`config.mk`:
```
export PLATFORM = sky130hd
export DESIGN_NAME = mlfq_task_scheduler_top
export DESIGN_NICKNAME = d
export VERILOG_FILES = /design/src/hw/rtl/mlfq_pkg.sv /design/src/hw/rtl/mlfq_task_scheduler_top.sv
export SDC_FILE = /design/constraint.sdc
export NUM_CORES = 2
export LEC_CHECK = 0
export BUFFER_PORTS_ARGS = -buffer_cell sky130_fd_sc_hd__clkbuf_2
export CAP_MARGIN = 0
export CORE_MARGIN = 2
export CORE_UTILIZATION = 67
export CTS_CLUSTER_DIAMETER = 200
export DETAILED_ROUTE_END_ITERATION = 6
export GPL_TIMING_DRIVEN = 0
export PLACE_DENSITY_LB_ADDON = 0.1
export SLEW_MARGIN = 20
export SYNTH_ARGS = -nofsm -noshare
export SYNTH_HDL_FRONTEND = slang
export SYNTH_SLANG_ARGS = --single-unit
```
`constraint.sdc`:
```
create_clock -name clk_i -period 11.02 [get_ports clk_i]
set_input_delay 0.551 -clock clk_i [delete_from_list [all_inputs] [get_ports clk_i]]
set_output_delay 0.551 -clock clk_i [all_outputs]
set_load 0.005 [all_outputs]
```
`src/hw/rtl/mlfq_pkg.sv`:
```
`default_nettype none
package mlfq_pkg;

  typedef enum logic [1:0] {
    KIND_TICK   = 2'd0,
    KIND_CREATE = 2'd1,
    KIND_KILL   = 2'd2
  } kind_e;

  localparam logic [1:0] REG_SLICE_TOP    = 2'd0;
  localparam logic [1:0] REG_SLICE_MIDDLE = 2'd1;
  localparam logic [1:0] REG_SLICE_BOTTOM = 2'd2;

  typedef struct packed {
    logic [1:0] kind;
    logic [1:0] level;
    logic [3:0] task_id;
  } in_word_t;

  typedef struct packed {
    logic        running_valid;
    logic [3:0]  running_slot;
    logic        switched;
    logic        op_ok;
    logic [3:0]  created_slot;
    logic [31:0] running_total;
  } out_word_t;

endpackage
`default_nettype wire

```
`src/hw/rtl/mlfq_task_scheduler_top.sv`:
```
// a kill of a waiting task walks its level's list through the link memory,
// one visited entry after another
// one item is in work at a time; the next word is taken no earlier than the edge
// at which the result word leaves, so a new word waits until the last is through
// reset clears active bits, list heads/tails/filled and the running slot, and sets the slices to 10, 20 and 40;
// the per-slot memories need no clearing, an entry is written before it is read
`default_nettype none
module mlfq_task_scheduler_top import mlfq_pkg::*; #(
  parameter int TASK_SLOTS = 16,
  parameter int LEVELS     = 3
) (
  input  wire logic      clk_i,
  input  wire logic      rst_ni,
  input  wire logic      in_valid_i,
  output logic           in_stall_o,
  input  wire in_word_t  in_word_i,
  output logic           out_valid_o,
  input  wire logic      out_stall_i,
  output out_word_t      out_word_o,
  input  wire logic      psel,
  input  wire logic      penable,
  input  wire logic      pwrite,
  input  wire logic [3:0] paddr,
  input  wire logic [31:0] pwdata,
  output logic [31:0]    prdata,
  output logic           pready
);
  localparam int SW = (TASK_SLOTS > 1) ? $clog2(TASK_SLOTS) : 1;
  localparam int LW = (LEVELS > 1) ? $clog2(LEVELS) : 1;
  localparam int CW = $clog2(TASK_SLOTS + 1);

  typedef enum logic [11:0] {
    ST_IDLE  = 12'b000000000001,
    ST_DISP  = 12'b000000000010,
    ST_PICK  = 12'b000000000100, // read link of head for a pick
    ST_PICKW = 12'b000000001000,
    ST_TRD   = 12'b000000010000, // read running slot's record, or the victim's for a kill
    ST_TWR   = 12'b000000100000, // charge and write back on a tick; start the walk on a kill
    ST_WALK  = 12'b000001000000, // read link of cur
    ST_WALKW = 12'b000010000000,
    ST_TOTR  = 12'b000100000000, // read total of new running slot
    ST_TOTW  = 12'b001000000000,
    ST_DONE  = 12'b010000000000,
    ST_CHKP  = 12'b100000000000  // lists settled after a requeue, start the pick
  } state_e;

  // per-slot memories: one write and one read port each
  logic [LW-1:0] lvl_mem  [TASK_SLOTS];
  logic [15:0]   used_mem [TASK_SLOTS];
  logic [31:0]   tot_mem  [TASK_SLOTS];
  logic [SW-1:0] link_mem [TASK_SLOTS];

  logic [TASK_SLOTS-1:0] active_q, active_d;
  logic [SW-1:0] head_q [LEVELS];
  logic [SW-1:0] tail_q [LEVELS];
  logic [LEVELS-1:0] filled_q;
  logic [SW-1:0] run_slot_q;
  logic run_valid_q;
  logic [15:0] slice_q [3];

  state_e state_q;
  in_word_t item_q;
  logic was_valid_q;
  logic [SW-1:0] was_slot_q;
  logic ok_q;
  logic [SW-1:0] created_q;
  logic [LW-1:0] lv_q;      // level being picked or walked
  logic [SW-1:0] cur_q, prev_q;
  logic has_prev_q;
  logic [CW-1:0] cnt_q;
  logic after_pick_q;      // pick serves a tick start (then charge)
  logic out_valid_q;
  out_word_t out_q;

  // memory ports
  logic [SW-1:0] rd_addr;
  logic          rd_en;
  logic [LW-1:0] lvl_rd;
  logic [15:0]   used_rd;
  logic [31:0]   tot_rd;
  logic [SW-1:0] link_rd;
  logic lvl_we, used_we, tot_we, link_we;
  logic [SW-1:0] wr_addr, link_waddr;
  logic [LW-1:0] lvl_wd;
  logic [15:0]   used_wd;
  logic [31:0]   tot_wd;
  logic [SW-1:0] link_wd;

  always_ff @(posedge clk_i) begin
    if (lvl_we) lvl_mem[wr_addr] <= lvl_wd;
    if (used_we) used_mem[wr_addr] <= used_wd;
    if (tot_we) tot_mem[wr_addr] <= tot_wd;
    if (link_we) link_mem[link_waddr] <= link_wd;
    if (rd_en) begin
      lvl_rd  <= lvl_mem[rd_addr];
      used_rd <= used_mem[rd_addr];
      tot_rd  <= tot_mem[rd_addr];
      link_rd <= link_mem[rd_addr];
    end
  end

  // highest non-empty level
  logic any_filled;
  logic [LW-1:0] top_lv;
  always_comb begin
    any_filled = 1'b0;
    top_lv = '0;
    for (int l = LEVELS - 1; l >= 0; l--) begin
      if (filled_q[l]) begin
        any_filled = 1'b1;
        top_lv = LW'(l);
      end
    end
  end

  // lowest free slot
  logic free_found;
  logic [SW-1:0] free_slot;
  always_comb begin
    free_found = 1'b0;
    free_slot = '0;
    for (int i = TASK_SLOTS - 1; i >= 0; i--) begin
      if (!active_q[i]) begin
        free_found = 1'b1;
        free_slot = SW'(i);
      end
    end
  end

  // create level saturated
  logic [LW-1:0] cr_lv;
  assign cr_lv = (32'(item_q.level) < LEVELS) ? LW'(item_q.level) : LW'(LEVELS - 1);

  // tick charge
  logic [15:0] used_inc, slice_sel;
  logic slice_done, higher_wait;
  logic [LW-1:0] new_lv;
  always_comb begin
    used_inc = used_rd + 16'd1;
    case (lvl_rd)
      LW'(0): slice_sel = slice_q[0];
      LW'(1): slice_sel = slice_q[1];
      default: slice_sel = slice_q[2];
    endcase
    slice_done = used_inc >= slice_sel;
    new_lv = (32'(lvl_rd) + 1 < LEVELS) ? lvl_rd + LW'(1) : lvl_rd;
    higher_wait = 1'b0;
    for (int p = 0; p < LEVELS; p++)
      if (LW'(p) < lvl_rd && filled_q[p]) higher_wait = 1'b1;
  end

  logic [SW-1:0] kill_id;
  logic kill_hit;
  assign kill_id = SW'(item_q.task_id);
  assign kill_hit = (32'(item_q.task_id) < TASK_SLOTS) && active_q[kill_id];

  logic in_acc;
  assign in_stall_o = (state_q != ST_IDLE) || (out_valid_q && out_stall_i);
  assign in_acc = in_valid_i && !in_stall_o;

  always_ff @(posedge clk_i or negedge rst_ni) begin
    if (!rst_ni) begin
      state_q <= ST_IDLE;
      active_q <= '0;
      filled_q <= '0;
      for (int l = 0; l < LEVELS; l++) begin
        head_q[l] <= '0;
        tail_q[l] <= '0;
      end
      run_slot_q <= '0;
      run_valid_q <= 1'b0;
      out_valid_q <= 1'b0;
      slice_q[0] <= 16'd10;
      slice_q[1] <= 16'd20;
      slice_q[2] <= 16'd40;
    end else begin
      if (psel && penable && pwrite) begin
        case (paddr[3:2])
          REG_SLICE_TOP:    slice_q[0] <= pwdata[15:0];
          REG_SLICE_MIDDLE: slice_q[1] <= pwdata[15:0];
          REG_SLICE_BOTTOM: slice_q[2] <= pwdata[15:0];
          default: ;
        endcase
      end
      // result word raised from the done state, dropped once taken
      if (state_q == ST_DONE && (!out_valid_q || !out_stall_i)) out_valid_q <= 1'b1;
      else if (out_valid_q && !out_stall_i) out_valid_q <= 1'b0;
      active_q <= active_d;
      case (state_q)
        ST_IDLE: begin
          if (in_acc) begin
            item_q <= in_word_i;
            was_valid_q <= run_valid_q;
            was_slot_q <= run_slot_q;
            ok_q <= 1'b0;
            created_q <= '0;
            state_q <= ST_DISP;
          end
        end
        ST_DISP: begin
          case (item_q.kind)
            KIND_TICK: begin
              if (run_valid_q) state_q <= ST_TRD;
              else if (any_filled) begin
                after_pick_q <= 1'b1;
                lv_q <= top_lv;
                state_q <= ST_PICK;
              end else state_q <= ST_TOTR;
            end
            KIND_CREATE: begin
              if (free_found) begin
                ok_q <= 1'b1;
                created_q <= free_slot;
                if (!filled_q[cr_lv]) begin
                  head_q[cr_lv] <= free_slot;
                  filled_q[cr_lv] <= 1'b1;
                end
                tail_q[cr_lv] <= free_slot;
              end
              state_q <= ST_TOTR;
            end
            KIND_KILL: begin
              if (kill_hit) begin
                ok_q <= 1'b1;
                if (run_valid_q && run_slot_q == kill_id) begin
                  if (any_filled) begin
                    after_pick_q <= 1'b0;
                    lv_q <= top_lv;
                    state_q <= ST_PICK;
                  end else begin
                    run_valid_q <= 1'b0;
                    run_slot_q <= '0;
                    state_q <= ST_TOTR;
                  end
                end else state_q <= ST_TRD; // read victim's level first
              end else state_q <= ST_TOTR;
            end
            default: state_q <= ST_TOTR;
          endcase
        end
        ST_PICK: state_q <= ST_PICKW;
        ST_PICKW: begin
          if (head_q[lv_q] == tail_q[lv_q]) filled_q[lv_q] <= 1'b0;
          else head_q[lv_q] <= link_rd;
          run_slot_q <= head_q[lv_q];
          run_valid_q <= 1'b1;
          if (after_pick_q) begin
            after_pick_q <= 1'b0;
            state_q <= ST_TRD;
          end else state_q <= ST_TOTR;
        end
        ST_TRD: state_q <= ST_TWR;
        ST_TWR: begin
          if (item_q.kind == KIND_TICK) begin
            if (slice_done || higher_wait) begin
              // push to the (new) level then pick; the list may become this task
              if (!filled_q[slice_done ? new_lv : lvl_rd]) begin
                head_q[slice_done ? new_lv : lvl_rd] <= run_slot_q;
                filled_q[slice_done ? new_lv : lvl_rd] <= 1'b1;
              end
              tail_q[slice_done ? new_lv : lvl_rd] <= run_slot_q;
              state_q <= ST_CHKP;
            end else state_q <= ST_TOTR;
          end else begin
            // kill of a waiting task: walk its level
            lv_q <= lvl_rd;
            if (!filled_q[lvl_rd]) state_q <= ST_TOTR;
            else begin
              cur_q <= head_q[lvl_rd];
              has_prev_q <= 1'b0;
              cnt_q <= '0;
              state_q <= ST_WALK;
            end
          end
        end
        ST_CHKP: begin
          after_pick_q <= 1'b0;
          lv_q <= top_lv;
          state_q <= ST_PICK;
        end
        ST_WALK: state_q <= ST_WALKW;
        ST_WALKW: begin
          if (cur_q == kill_id) begin
            if (!has_prev_q) begin
              if (cur_q == tail_q[lv_q]) filled_q[lv_q] <= 1'b0;
              else head_q[lv_q] <= link_rd;
            end else if (tail_q[lv_q] == cur_q) tail_q[lv_q] <= prev_q;
            state_q <= ST_TOTR;
          end else if (cur_q == tail_q[lv_q] || cnt_q == CW'(TASK_SLOTS - 1)) begin
            state_q <= ST_TOTR;
          end else begin
            prev_q <= cur_q;
            has_prev_q <= 1'b1;
            cur_q <= link_rd;
            cnt_q <= cnt_q + CW'(1);
            state_q <= ST_WALK;
          end
        end
        ST_TOTR: state_q <= ST_TOTW;
        ST_TOTW: begin
          out_q.running_valid <= run_valid_q;
          out_q.running_slot <= run_valid_q ? 4'(run_slot_q) : 4'd0;
          out_q.switched <= (was_valid_q != run_valid_q) ||
                            (run_valid_q && was_slot_q != run_slot_q);
          out_q.op_ok <= ok_q;
          out_q.created_slot <= 4'(created_q);
          out_q.running_total <= run_valid_q ? tot_rd : 32'd0;
          state_q <= ST_DONE;
        end
        ST_DONE: begin
          if (!out_valid_q || !out_stall_i) state_q <= ST_IDLE;
        end
        default: state_q <= ST_IDLE;
      endcase
    end
  end

  // active bits and memory control
  always_comb begin
    active_d = active_q;
    rd_en = 1'b0;
    rd_addr = run_slot_q;
    lvl_we = 1'b0; used_we = 1'b0; tot_we = 1'b0; link_we = 1'b0;
    wr_addr = run_slot_q;
    link_waddr = run_slot_q;
    lvl_wd = lvl_rd; used_wd = used_inc; tot_wd = tot_rd + 32'd1;
    link_wd = run_slot_q;
    case (state_q)
      ST_DISP: begin
        if (item_q.kind == KIND_CREATE && free_found) begin
          active_d[free_slot] = 1'b1;
          wr_addr = free_slot;
          lvl_we = 1'b1; used_we = 1'b1; tot_we = 1'b1;
          lvl_wd = cr_lv; used_wd = '0; tot_wd = '0;
          if (filled_q[cr_lv]) begin
            link_we = 1'b1;
            link_waddr = tail_q[cr_lv];
            link_wd = free_slot;
          end
        end
        if (item_q.kind == KIND_KILL && kill_hit) active_d[kill_id] = 1'b0;
      end
      ST_PICK: begin
        rd_en = 1'b1;
        rd_addr = head_q[lv_q];
      end
      ST_TRD: begin
        rd_en = 1'b1;
        rd_addr = (item_q.kind == KIND_TICK) ? run_slot_q : kill_id;
      end
      ST_TWR: begin
        if (item_q.kind == KIND_TICK) begin
          tot_we = 1'b1;
          used_we = 1'b1;
          if (slice_done) begin
            used_wd = '0;
            lvl_we = 1'b1;
            lvl_wd = new_lv;
          end
          if ((slice_done || higher_wait) && filled_q[slice_done ? new_lv : lvl_rd]) begin
            link_we = 1'b1;
            link_waddr = tail_q[slice_done ? new_lv : lvl_rd];
            link_wd = run_slot_q;
          end
        end
      end
      ST_WALK: begin
        rd_en = 1'b1;
        rd_addr = cur_q;
      end
      ST_WALKW: begin
        if (cur_q == kill_id && has_prev_q) begin
          link_we = 1'b1;
          link_waddr = prev_q;
          link_wd = link_rd;
        end
      end
      ST_TOTR: begin
        rd_en = 1'b1;
        rd_addr = run_slot_q;
      end
      default: ;
    endcase
  end

  assign out_valid_o = out_valid_q;
  assign out_word_o = out_q;
  assign pready = 1'b1;
  always_comb begin
    case (paddr[3:2])
      REG_SLICE_TOP:    prdata = {16'd0, slice_q[0]};
      REG_SLICE_MIDDLE: prdata = {16'd0, slice_q[1]};
      REG_SLICE_BOTTOM: prdata = {16'd0, slice_q[2]};
      default:          prdata = 32'd0;
    endcase
  end

  // in the idle state a running slot is always an active task
  a_run_active: assert property (@(posedge clk_i) disable iff (!rst_ni)
    (state_q == ST_IDLE && run_valid_q) |-> active_q[run_slot_q])
    else $error("running slot not active");
  // no word is taken while one is in work
  a_one_item: assert property (@(posedge clk_i) disable iff (!rst_ni)
    (state_q != ST_IDLE) |-> in_stall_o)
    else $error("input taken during work");
  // result only leaves from the done state
  a_out_from_done: assert property (@(posedge clk_i) disable iff (!rst_ni)
    $rose(out_valid_q) |-> $past(state_q == ST_DONE))
    else $error("result raised outside done");
endmodule
`default_nettype wire
```
==> results.sh <==
export IMPL_fillers=3983
export IMPL_synth_top_cell_area_share_pct=63.5
export IMPL_worstPathMaxFanout=10
export IMPL_critPathCapture="link_mem[10][0]$_DFFE_PP_"
export IMPL_numCtsBuffers=106
export IMPL_numPortBuffers=93
export IMPL_drv_cap=0
export IMPL_cp_required_ns=11.34
export IMPL_r2r_start="lvl_rd[1]$_DFFE_PP_"
export IMPL_syn_inst=3125
export IMPL_path_clk_slew_ns=0.07
export IMPL_crit_type="reg -> reg"
export IMPL_startpoint_type="register"
export IMPL_antenna_found_initial=0
export IMPL_grt_pass1_wl_um=199000
export IMPL_crit_arrival_ns=7.73
export IMPL_synth_top_cell_by_area="edfxtp_1"
export IMPL_synth_cell_types=87
export IMPL_post_route_min_period_ns=7.41
export IMPL_num_rows=97
export IMPL_yosysSeqAreaShare_pct=69.3
export IMPL_viasPerCell=6.93
export IMPL_die_width_um=269
export IMPL_ios=129
export IMPL_hold_ws_ns=0.0724
export IMPL_ys_async_sr_fraction_pct=9.86
export IMPL_antenna_cells=0
export IMPL_grt_pass1_vias=30685
export IMPL_tightest_slew_ns=1.11
export IMPL_slew_headroom_pct=25.5
export IMPL_r2r_setup_slack_ns=3.61
export IMPL_p_leak_nw=20.3
export IMPL_globalRouteOverflowTotal=0
export IMPL_hold_viol_final=0
export IMPL_crit_start="lvl_rd[1]$_DFFE_PP_"
export IMPL_cts_setup_buffers=0
export IMPL_slew_viol_final=0
export IMPL_gp_congestion=0.986
export IMPL_synth_edff_count=996
export IMPL_synth_area_per_cell_um2=15.1
export IMPL_cts_tree="yes"
export IMPL_synth_ff_type="edfxtp_1"
export IMPL_setup_tns_ns=0
export IMPL_post_dp_hpwl_um=87600
export IMPL_powerDensity_nw_per_um2=178
export IMPL_design_power_total_mw=9.60
export IMPL_cts_root_buf="clkbuf_16"
export IMPL_fin_skew_ns=0.0665
export IMPL_worst_r2r_path_depth=17
export IMPL_grt_max_degree=80
export IMPL_synthMostInstantiatedCell="edfxtp_1"
export IMPL_clockBufferDepth=3
export IMPL_initial_core_util_pct=67.5
export IMPL_timing_final_crit_share_pct=67.3
export IMPL_wl_per_cell_um=30.9
export IMPL_syn_cell_area_um2=47100
export IMPL_ys_seq_elements=1105
export IMPL_areaGrowthSynthToFinish_pct=14.2
export IMPL_drtIter0Drc=4654
export IMPL_ys_top_cells_by_count="edfxtp_1 (996), mux2i_1 (493), o22ai_1 (235)"
export IMPL_rsz0062_at_grt="false"
export IMPL_yosysWarnings=0
export IMPL_die_area_um2=72500
export IMPL_clk_latency_ns=0.72
export IMPL_timing_fmax_mhz=135
export IMPL_drt_total_wl_um=137000
export IMPL_firstDrtPassIters=6
export IMPL_synth_top_cells_by_area="edfxtp_1 (63%), mux2i_1 (10%), dfrtp_1 (5.4%), o22ai_1 (3.1%), mux2_2 (1.3%)"
export IMPL_vias=30681
export IMPL_reg2reg_to="link_mem[10][0]$_DFFE_PP_"
export IMPL_vdd_ir_drop_worst_v=0.000218
export IMPL_endpoint_kind="register"
export IMPL_drive_above_1_share_pct=14.9
export IMPL_hold_path_class="in -> reg"
export IMPL_antenna_left=0
export IMPL_die_y_um=269
export IMPL_cts_sinks=1105
export IMPL_placed_cells=4231
export IMPL_drc=0
export IMPL_core_um2=69800
export IMPL_finalSetupViolCount=0
export IMPL_h_tree_depth=3
export IMPL_grt_total_usage_pct=37.4
export IMPL_layoutNonFillerInstCount=4426
export IMPL_status="completed"
export IMPL_fin_nets=3478
-- metrics by stage --
step / util, % / instance area [um2] / setup slack [ns]
finish: 77.1 / 53800 / 3.61
global route: 77.1 / 53800 / 3.33
CTS: 77.1 / 53800 / 3.89
detailed placement: 71.9 / 50200 / 3.97
global placement: 70.0 / 48800 / 0.0532
floorplan: - / 47200 / 4.88
-- worst min path at each step --
stage                               start                         end  slack (ns)  cells after the start
2_1_floorplan                      rst_ni  asynchronous set/reset pin        0.26                      0
3_3_place_gp   created_q[2]$_SDFFCE_PN0P_    out_word_o[34]$_DFFE_PP_        0.40                      0
3_5_place_dp   created_q[1]$_SDFFCE_PN0P_    out_word_o[33]$_DFFE_PP_        0.41                      0
4_1_cts                      in_word_i[6]         item_q[6]$_DFFE_PP_        0.04                      1
5_1_grt                      in_word_i[6]         item_q[6]$_DFFE_PP_        0.05                      1
6_report                     in_word_i[6]         item_q[6]$_DFFE_PP_        0.07                      1
-- cell families (layout without fill, tap and decap cells) --
| family | count (synthesis) | after routing | share of synthesized area, % |
|---|---|---|---|
| multiplexers | 551 | 551 | 12.0 |
| AND/OR/NAND/NOR | 605 | 605 | 6.73 |
| XOR/XNOR | 67 | 67 | 1.25 |
| AO/OA/AOI/OAI | 555 | 555 | 7.69 |
| other | 2 | 17 | 0.0159 |
| adder cells (fa/ha/maj) | 27 | 27 | 0.717 |
| flip-flops | 1105 | 1105 | 69.3 |
| buffers and inverters | 213 | 559 | 2.35 |
-- power by group --
group          internal, mW  total [mW]  switching (mW)
logic                 0.285       0.943           0.658
registers              4.80        4.90          0.0996
clock network          2.15        3.75            1.60
-- timing repair --
item | CTS | global route
hold buffers | 1 | 0
endpoints found under the setup margin | 0 | 0
hold endpoints to repair | 31 | 0
resized for setup | 0 | 0
-- metal layers --
layer,global-route usage [%],share of wire [%]
met5,0,0
met4,18.1,5.2
met3,7.58,11
met2,59.7,47
met1,49.7,36
-- worst max-delay path, stage by stage (launching register included) --
cell and delay [ns]:
edfxtp_1 0.52, buf_1 0.54, inv_1 0.29, ha_1 0.25, clkbuf_1 0.26, nor2_1 0.48, clkbuf_1 0.49, a21oi_1 0.26
ha_1 0.38, nand4_1 0.15, nor3_1 0.45, o311ai_1 0.37, nand3_1 0.52, mux2_2 0.47, a221oi_1 0.47, o221ai_1 0.35
a21o_1 0.31, nor2_1 0.45
-- layout by cell type (no fill, tap or decap), types with 53 or more instances in the layout --
cell and n:
a21oi_1 90, buf_2 70, clkbuf_1 96, clkbuf_16 107, clkbuf_2 92, dfrtp_1 102, edfxtp_1 996, mux2_2 53
mux2i_1 493, nand2_1 126, nor2_1 141, o21ai_0 63, o22ai_1 235, or4_1 55
-- sequential cells by signal, summed over array words and instances, names as in the netlist, 16 cells and up, named ones only --
register    count
slice_q        48
active_q       16
used_mem      256
lvl_mem        32
out_word_o     43
link_mem       64
tot_mem       512
used_rd        16
tot_rd         32
-- cell type report --
type	instances	area, um2	share of cell area (%)
sequential	1105	32600	60.7
multi-input combinational	1822	13600	25.2
clock buffer	137	2820	5.24
timing repair buffer	152	1710	3.17
tap	940	1180	2.19
buffer	185	1000	1.86
clock inverter	57	767	1.43
inverter	28	105	0.195
(Power assumes the default switching activity.)
